--- src/rtl/core/escape_time_fractal_iteration_macros.svh ---
// Assertion macros for the escape-time fractal iteration block.
`ifndef ESCAPE_TIME_FRACTAL_ITERATION_MACROS_SVH
`define ESCAPE_TIME_FRACTAL_ITERATION_MACROS_SVH

// Same-cycle implication, disabled while reset is held.
`define EFI_ASSERT_SAME(label, clk, rstn, ante, cons) \
    label: assert property (@(posedge clk) disable iff (!(rstn)) (ante) |-> (cons)) \
        else $error("efi: same-cycle check failed");

// Next-cycle implication, disabled while reset is held.
`define EFI_ASSERT_NEXT(label, clk, rstn, ante, cons) \
    label: assert property (@(posedge clk) disable iff (!(rstn)) (ante) |=> (cons)) \
        else $error("efi: next-cycle check failed");

`endif

--- src/rtl/core/efi_pkg.sv ---
// Shared types and constants for the escape-time fractal iteration block.
package efi_pkg;

    localparam int FRAC_BITS_DEFAULT = 24;

    localparam int COORD_W = 32;
    localparam int COUNT_W = 16;
    localparam int PROD_W  = 2 * COORD_W;
    localparam int ADDR_W  = 4;
    localparam int DATA_W  = 32;

    localparam logic [COUNT_W-1:0] MAX_ITER_RESET = 16'd256;

    typedef enum logic [1:0] {
        REG_SEED_REAL = 2'd0,
        REG_SEED_IMAG = 2'd1,
        REG_MAX_ITER  = 2'd2
    } reg_idx_t;

    typedef enum logic [5:0] {
        ST_IDLE = 6'b000001,
        ST_SQX  = 6'b000010,
        ST_SQY  = 6'b000100,
        ST_XY   = 6'b001000,
        ST_UPD  = 6'b010000,
        ST_OUT  = 6'b100000
    } state_t;

endpackage

--- src/rtl/core/escape_time_fractal_iteration.sv ---
// Escape-time fractal iteration top level with APB configuration and stream ports.
//
// Each accepted pixel is iterated as z = z*z + pixel from the configured seed, in
// signed 32-bit fixed point, and one iteration count is returned per pixel. A single
// 32x32 signed multiplier is shared by the three products of an iteration, which
// steps through states SQX, SQY, XY and UPD. A pixel that escapes after its
// count-th test runs count+1 iterations; one that survives runs max_iterations.
// The result is then offered in state OUT (straight from IDLE when max_iterations
// is 0), and the input is not ready until that result transfer.
`include "escape_time_fractal_iteration_macros.svh"

module escape_time_fractal_iteration #(
    parameter int FRAC_BITS = efi_pkg::FRAC_BITS_DEFAULT
) (
    input  logic                        aclk,
    input  logic                        aresetn,

    input  logic                        psel,
    input  logic                        penable,
    input  logic                        pwrite,
    input  logic [efi_pkg::ADDR_W-1:0]  paddr,
    input  logic [efi_pkg::DATA_W-1:0]  pwdata,
    output logic [efi_pkg::DATA_W-1:0]  prdata,
    output logic                        pready,

    input  logic                        s_tvalid,
    output logic                        s_tready,
    input  logic [63:0]                 s_tdata,   // pixel_real[31:0], pixel_imag[63:32]

    output logic                        m_tvalid,
    input  logic                        m_tready,
    output logic [15:0]                 m_tdata    // iteration_count[15:0]
);

    import efi_pkg::*;

    localparam logic signed [COORD_W-1:0] LIMIT = COORD_W'(1) <<< (FRAC_BITS + 2);

    state_t state_reg, state_next;

    logic [COORD_W-1:0] seed_real_reg, seed_real_next;
    logic [COORD_W-1:0] seed_imag_reg, seed_imag_next;
    logic [COUNT_W-1:0] max_iter_reg, max_iter_next;

    logic [COORD_W-1:0] cr_reg, cr_next;
    logic [COORD_W-1:0] ci_reg, ci_next;
    logic [COORD_W-1:0] x_reg, x_next;
    logic [COORD_W-1:0] y_reg, y_next;
    logic [COORD_W-1:0] x2_reg, x2_next;
    logic [COORD_W-1:0] y2_reg, y2_next;
    logic [PROD_W-1:0]  prod_reg, prod_next;
    logic [COUNT_W-1:0] count_reg, count_next;

    logic signed [COORD_W-1:0] mul_a;
    logic signed [COORD_W-1:0] mul_b;
    logic [COORD_W-1:0]        prod_fx;
    logic [COORD_W-1:0]        sq_sum;
    logic                      alive;
    logic [COUNT_W:0]          count_inc;
    logic                      cfg_wr;
    reg_idx_t                  cfg_idx;

    assign pready  = 1'b1;
    assign cfg_wr  = psel && penable && pwrite;
    assign cfg_idx = reg_idx_t'(paddr[ADDR_W-1:2]);

    always_comb begin
        case (cfg_idx)
            REG_SEED_REAL: prdata = seed_real_reg;
            REG_SEED_IMAG: prdata = seed_imag_reg;
            REG_MAX_ITER:  prdata = {{(DATA_W-COUNT_W){1'b0}}, max_iter_reg};
            default:       prdata = '0;
        endcase
    end

    assign s_tready = (state_reg == ST_IDLE);
    assign m_tvalid = (state_reg == ST_OUT);
    assign m_tdata  = count_reg;

    // shared multiplier operand select
    always_comb begin
        case (state_reg)
            ST_SQX: begin
                mul_a = x_reg;
                mul_b = x_reg;
            end
            ST_SQY: begin
                mul_a = y_reg;
                mul_b = y_reg;
            end
            default: begin
                mul_a = x_reg;
                mul_b = y_reg;
            end
        endcase
    end

    assign prod_next = PROD_W'(mul_a) * PROD_W'(mul_b);
    assign prod_fx   = prod_reg[FRAC_BITS +: COORD_W];
    assign sq_sum    = x2_reg + y2_reg;
    assign alive     = $signed(sq_sum) < LIMIT;
    assign count_inc = {1'b0, count_reg} + (COUNT_W+1)'(1);

    always_comb begin
        state_next     = state_reg;
        seed_real_next = seed_real_reg;
        seed_imag_next = seed_imag_reg;
        max_iter_next  = max_iter_reg;
        cr_next        = cr_reg;
        ci_next        = ci_reg;
        x_next         = x_reg;
        y_next         = y_reg;
        x2_next        = x2_reg;
        y2_next        = y2_reg;
        count_next     = count_reg;

        if (cfg_wr) begin
            case (cfg_idx)
                REG_SEED_REAL: seed_real_next = pwdata;
                REG_SEED_IMAG: seed_imag_next = pwdata;
                REG_MAX_ITER:  max_iter_next  = pwdata[COUNT_W-1:0];
                default:       ;
            endcase
        end

        case (state_reg)
            ST_IDLE: begin
                if (s_tvalid) begin
                    cr_next    = s_tdata[COORD_W-1:0];
                    ci_next    = s_tdata[2*COORD_W-1:COORD_W];
                    x_next     = seed_real_reg;
                    y_next     = seed_imag_reg;
                    count_next = '0;
                    state_next = (max_iter_reg == '0) ? ST_OUT : ST_SQX;
                end
            end
            ST_SQX: state_next = ST_SQY;
            ST_SQY: begin
                x2_next    = prod_fx;
                state_next = ST_XY;
            end
            ST_XY: begin
                y2_next    = prod_fx;
                state_next = ST_UPD;
            end
            ST_UPD: begin
                y_next = {prod_fx[COORD_W-2:0], 1'b0} + ci_reg;
                x_next = x2_reg - y2_reg + cr_reg;
                if (!alive) begin
                    state_next = ST_OUT;
                end else begin
                    count_next = count_inc[COUNT_W-1:0];
                    state_next = (count_inc == {1'b0, max_iter_reg}) ? ST_OUT : ST_SQX;
                end
            end
            ST_OUT: begin
                if (m_tready) begin
                    state_next = ST_IDLE;
                end
            end
            default: state_next = ST_IDLE;
        endcase
    end

    always_ff @(posedge aclk) begin
        if (!aresetn) begin
            state_reg     <= ST_IDLE;
            seed_real_reg <= '0;
            seed_imag_reg <= '0;
            max_iter_reg  <= MAX_ITER_RESET;
        end else begin
            state_reg     <= state_next;
            seed_real_reg <= seed_real_next;
            seed_imag_reg <= seed_imag_next;
            max_iter_reg  <= max_iter_next;
        end
    end

    always_ff @(posedge aclk) begin
        cr_reg    <= cr_next;
        ci_reg    <= ci_next;
        x_reg     <= x_next;
        y_reg     <= y_next;
        x2_reg    <= x2_next;
        y2_reg    <= y2_next;
        prod_reg  <= prod_next;
        count_reg <= count_next;
    end

    `EFI_ASSERT_SAME(a_ready_excl_valid, aclk, aresetn, s_tready, !m_tvalid)
    `EFI_ASSERT_NEXT(a_busy_after_in, aclk, aresetn, s_tvalid && s_tready, !s_tready)
    `EFI_ASSERT_NEXT(a_ready_after_out, aclk, aresetn, m_tvalid && m_tready, s_tready)
    `EFI_ASSERT_SAME(a_count_bound, aclk, aresetn, !s_tready, count_reg <= max_iter_reg)

endmodule

--- config.mk ---
export PLATFORM = sky130hd
export DESIGN_NAME = escape_time_fractal_iteration
export DESIGN_NICKNAME = d
export VERILOG_FILES = /design/src/rtl/core/efi_pkg.sv /design/src/rtl/core/escape_time_fractal_iteration.sv
export VERILOG_INCLUDE_DIRS = /design/src /design/src/rtl/core
export SDC_FILE = /design/constraint.sdc
export NUM_CORES = 2
export LEC_CHECK = 0
export BUFFER_PORTS_ARGS = -buffer_cell sky130_fd_sc_hd__buf_4
export CAP_MARGIN = 25
export CORE_MARGIN = 3
export CORE_UTILIZATION = 55
export CTS_BUF_LIST = sky130_fd_sc_hd__clkbuf_16
export CTS_CLUSTER_DIAMETER = 60
export DETAILED_ROUTE_END_ITERATION = 16
export GPL_TIMING_DRIVEN = 0
export PLACE_DENSITY = 0.74
export SLEW_MARGIN = 25
export SYNTH_ARGS = -nofsm -noshare
export SYNTH_HDL_FRONTEND = slang
export SYNTH_SLANG_ARGS = --single-unit
--- constraint.sdc ---
create_clock -name aclk -period 9.4 [get_ports aclk]
set_input_delay 0.94 -clock aclk [delete_from_list [all_inputs] [get_ports aclk]]
set_output_delay 0.94 -clock aclk [all_outputs]
set_load 0.05 [all_outputs]
Word-level counts from Yosys, hierarchy flattened
Index checks and enable logic that the tools add are counted.

storage, ports and cells
  flip-flop bits (word level) = 350
  bits of input ports = 107
  output and inout port bits = 51

operators by class
  add/subtract/negate cells = 5
  multiply operators = 1
  order comparisons = 1
  eq/ne operators = 12
  multiplexer cells = 16
  reductions and logical operators = 12

operator list
  operator                                                                         number
  32-bit 2-to-1 mux                                                                4
  32-bit one-hot mux with 2 select lines                                           2
  32-bit adder                                                                     3
  32-bit one-hot mux with 3 select lines                                           1
  32-bit by 32-bit multiplier with 56-bit output                                   1
  6-bit one-hot mux with 6 select lines                                            1
  32-bit by 28-bit less-than comparator with 1-bit output (second input constant)  1
  16-bit 2-to-1 mux                                                                2
  16-bit one-hot mux with 2 select lines                                           1
  32-bit subtractor                                                                1
  6-bit 2-to-1 mux                                                                 5
  16-bit by 1-bit adder with 17-bit output (second input constant)                 1
  17-bit by 16-bit equality test with 1-bit output                                 1
  16-bit zero test                                                                 1
  2-bit AND reduction                                                              6
  6-bit by 1-bit equality test with 1-bit output (second input constant)           1
  6-bit by 2-bit equality test with 1-bit output (second input constant)           1
  6-bit by 3-bit equality test with 1-bit output (second input constant)           1
  6-bit by 4-bit equality test with 1-bit output (second input constant)           1
  6-bit by 5-bit equality test with 1-bit output (second input constant)           1
  6-bit equality test (second input constant)                                      1
  2-bit inequality test (second input constant)                                    2
  3-bit AND reduction                                                              1
  2-bit by 1-bit equality test with 1-bit output (second input constant)           1
  other kinds (5)                                                                  6

Longest topological paths before layout
  depth in word-level cells = 5
  mapped depth = 35

Least setup slack after synthesis
No wires, ideal clock.

  path kind = reg2reg
  start point = register state_reg[3]
  end point = register prod_reg[54]
  arrival time = 9.259 ns
  setup slack = 0.020 ns
  cell stages (with the launch flop) = 34
  cells stage by stage = dfxtp_1 > nor4b_4 > nand2_2 > buf_2 > inv_1 > buf_1 > nand2_1 > nand2_1 > clkbuf_1 > nand2_1 > fa_1 > fa_1 > fa_1 > fa_1 > inv_1 > fa_1 > inv_1 > fa_1 > inv_1 > fa_1 > inv_1 > fa_1 > inv_1 > ha_1 > a21oi_1 > o21ai_1 > a221o_1 > a221oi_1 > nand4b_1 > nand4_1 > nand3_2 > nor3b_4 > o22a_1 > a221o_1

on the way
  longest elaborated chain between the ends = 3
  elaborated cells between the ends (all ways) = 5
  classes of those cells = mul: 1; eq/ne: 2; mux: 2

ends and longest elaborated chain
  item                                                                                                              RTL line                              RTL
  start: declaration                                                                                                escape_time_fractal_iteration.sv:39   state_t state_reg, state_next;
  start signal: assignment                                                                                          escape_time_fractal_iteration.sv:172  state_reg <= state_next;
  6-bit by 3-bit equality test with 1-bit output or 6-bit by 2-bit equality test with 1-bit output (tied branches)  escape_time_fractal_iteration.sv:82   case (state_reg)
  32-bit 2-to-1 mux                                                                                                 escape_time_fractal_iteration.sv:82
  32-bit by 32-bit multiplier with 56-bit output *                                                                  escape_time_fractal_iteration.sv:98   assign prod_next = PROD_W'(mul_a) * PROD_W'(mul_b);
  named net prod_next[54]                                                                                           escape_time_fractal_iteration.sv:51   logic [PROD_W-1:0] prod_reg, prod_next;
  end signal: assignment                                                                                            escape_time_fractal_iteration.sv:186  prod_reg <= prod_next;
  end: declaration                                                                                                  escape_time_fractal_iteration.sv:51

Mark *: on every way through the listed nets, which the timed path passes. The rest lies on a longest branch.
A chain may end at the register's enable or synchronous reset.

Final worst setup path
  start point = register state_reg[4]
  end point = register prod_reg[50]

Same word-level chain as after synthesis.

==> summary.md <==
| Metric | Value |
|---|---|
| CP Buf/Inv Count | `8` |
| Primary FF master, synth | `edfxtp_1` |
| Number of filler cells placed in the layout | `7380` |
| Total grt overflow | `0` |
| EDFF count, synth | `approximately 210` |
| Residual DRC count | `0` |
| Largest net degree at the start of global routing | `47` |
| CP Class | `register to register` |
| Top delay family on crit path | `adder cells` |
| Final Util | `0.6265` |
| Initial Util | `0.5575` |
| Cells after synthesis | `5282` |
| Max Clk Rate | `106.7 MHz` |
| Final Instance Count excl. Fillers | `6737` |
| Commonest non-fill, non-tap cells in the layout | `1041 x inv_1, 990 x fa_1, 893 x nand2_1, 548 x nor2_1, 249 x ha_1` |
| Setup violators final | `0` |
| Number of global-route vias before repair | `~41000` |
| CP endpoint kind | `register` |
| Outcome | `finished clean` |
| Die height | `306.2 um` |
| Clk pin slew, worst setup/hold paths | `0.07 ns` |
| R2R Setup Slk | `0.02 ns` |
| Max_slew headroom | `0.2465` |
| Initial antenna violation count | `3` |
| DIE AREA | `93760 um^2` |
| Gr usage total | `0.3757` |
| Cts hold-fix bufs | `0` |
| Placed insts | `roughly 6600` |
| Post-DP Area | `52490 um^2` |
| CP required | `9.87 ns` |
| CTS Buf Count | `29` |
| Area Overhead vs Synth | `12.38%` |
| Final Max Tran Viols | `0` |
| Worst-Margin Slew | `approximately 1.1 ns` |
| Site row count | `109` |
| FFs w/ async S/R, synth | `0` |
| Max Cap Viol | `0` |
| CTS Sinks | `326` |
| Syn_area_per_cell | `around 9.4 um^2` |
| WL per Instance | `25.90 um` |
| Crit-path max cell delay | `0.67 ns` |
| Layout cells sized above 1 | `0.1158` |
| Routed vias/inst | `approximately 5.8` |
| CP Max Fanout | `10` |
| Crit-path slowest cell | `fa_1` |
| Pre-antenna DRT Iters | `6` |
| H-tree level count | `1` |
| Layout Nets | `6935` |
| DP HPWL | `145900 um` |
| Ports | `158` |
| Number of port buffers | `152` |
| DRT Wirelength | `roughly 170000 um` |
| Yosys warning total | `0` |
| Tcrit/Tclk final | `0.9974` |
| GPL Wtd Cong | `about 1.0` |
| Seq/Total Area, Yosys | `0.1737` |
| Final Instance Area | `55710 um^2` |
| Min-Delay Path Class | `register to register` |
| First-pass GRT wire length | `258700 um` |
| Post-Syn Nets | `between 6000 and 7000` |
| Die Wd | `around 310 um` |
| N_diodes | `0` |
| Clk_lat worst skew | `0.58 ns` |
| Final setup TNS | `0 ns` |
| Core ar. | `88920 um^2` |
| Distinct cells, synth | `88` |
| Synthesized cell area | `49570 um^2` |
| Vias | `39173` |
| Skew final | `approximately 0.021 ns` |
| Critical Path Source Type | `register` |
| Minimum clock period | `9.376 ns` |
| Fin. Hold Viols | `0` |
| Clk root buf | `clkbuf_16` |
| RSZ-0062 raised after global routing | `yes` |
| Most frequent CP cell | `fa_1` |
| Initial DRC Count | `between 4000 and 5000` |
| Synthesized flop and latch total | `about 330` |
| Routed Antenna Nets | `0` |
| CP Data Arrival Time | `9.84 ns` |
| Max Buffers Root-to-Sink | `3` |
| CTS tree | `built` |
| Most common cell after layout, fill and taps aside | `inv_1` |
## cells by family after synthesis
| logic type | synth area share |
|---|---|
| AND/OR/NAND/NOR | 0.1356 |
| multiplexers | 0.02693 |
| buffers and inverters | 0.09524 |
| XOR/XNOR | 0.02509 |
| adder cells (fa/ha/maj) | 0.4764 |
| other | 0.00007565 |
| AO/OA/AOI/OAI | 0.06697 |
| flip-flops | 0.1737 |
## stage by stage
stage	setup slack (ns)	hold slack, ns
floorplan	0.01965	0.4037
global placement	-3.344	0.4668
detailed placement	-2.015	0.4743
CTS	-0.005865	0.4847
global route	-0.1048	0.5109
finish	0.02427	0.4840
## tightest hold or removal path, stage by stage (launching register included)
cell and delay, ns:
dfxtp_1 0.32, nand2_1 0.05, a21boi_0 0.06
## Yosys cell counts (11+ instances only)
cell	number	area share
a31oi_1	12	0.0015
a21o_1	55	0.0083
a211oi_1	13	0.0020
o21ai_0	116	0.012
xor2_1	60	0.011
a21boi_0	81	0.012
fa_1	1014	0.41
mux2i_1	89	0.018
o21ai_1	11	0.0011
nor3_1	20	0.0020
o21bai_1	15	0.0023
a21oi_1	90	0.0091
nand3_1	28	0.0028
nand4_1	25	0.0032
nor2b_1	19	0.0024
edfxtp_1	208	0.13
dfxtp_1	118	0.048
xnor2_1	82	0.014
and2_1	12	0.0015
clkbuf_1	198	0.015
o21a_1	22	0.0033
ha_1	265	0.067
nor2_1	553	0.042
mux2_2	36	0.0082
inv_1	1039	0.079
and3_1	11	0.0014
nand2_1	917	0.069
nand2b_1	14	0.0018
## per-layer routing
metal / up-vias / track usage / part of all wire
li1: 16673 / - / -
met1: 19575 / 0.4873 / 0.37
met2: 2378 / 0.5944 / 0.45
met3: 543 / 0.08020 / 0.11
met4: 4 / 0.2051 / 0.074
met5: - / 0 / 0.00015
## worst paths after layout
path	from	depth (start not counted)	to
setup / recovery	state_reg[4]$_SDFFE_PN0P_	29	prod_reg[50]$_DFF_P_
hold / removal	seed_real_reg[7]$_SDFFE_PN0P_	2	seed_real_reg[7]$_SDFFE_PN0P_
setup reg to reg	state_reg[4]$_SDFFE_PN0P_	29	prod_reg[50]$_DFF_P_
hold reg to reg	seed_real_reg[7]$_SDFFE_PN0P_	2	seed_real_reg[7]$_SDFFE_PN0P_
## layout make-up
cell class              count  area [um^2]  area share
clock buffers              30        750.7     0.01348
multi-input cells        3702        37350      0.6705
flip-flops and latches    326         8615      0.1546
inverters                1040         3915     0.07028
well taps                1165         1458     0.02617
plain buffers             206         1415     0.02540
repair buffers            244         2068     0.03713
clock inverters            24        136.4    0.002448
## repair_timing
| item | in CTS | in global routing |
|---|---|---|
| endpoints found under the setup margin | 32 | 19 |
| pin swaps | 12 | 30 |
| buffers inserted | 31 | 44 |
| resized for setup | 350 | 193 |
| cloned | 0 | 3 |
Power is left out: the tool's default activity adds up to more than one toggle a clock period on the data nets, which glitch-free logic cannot reach.
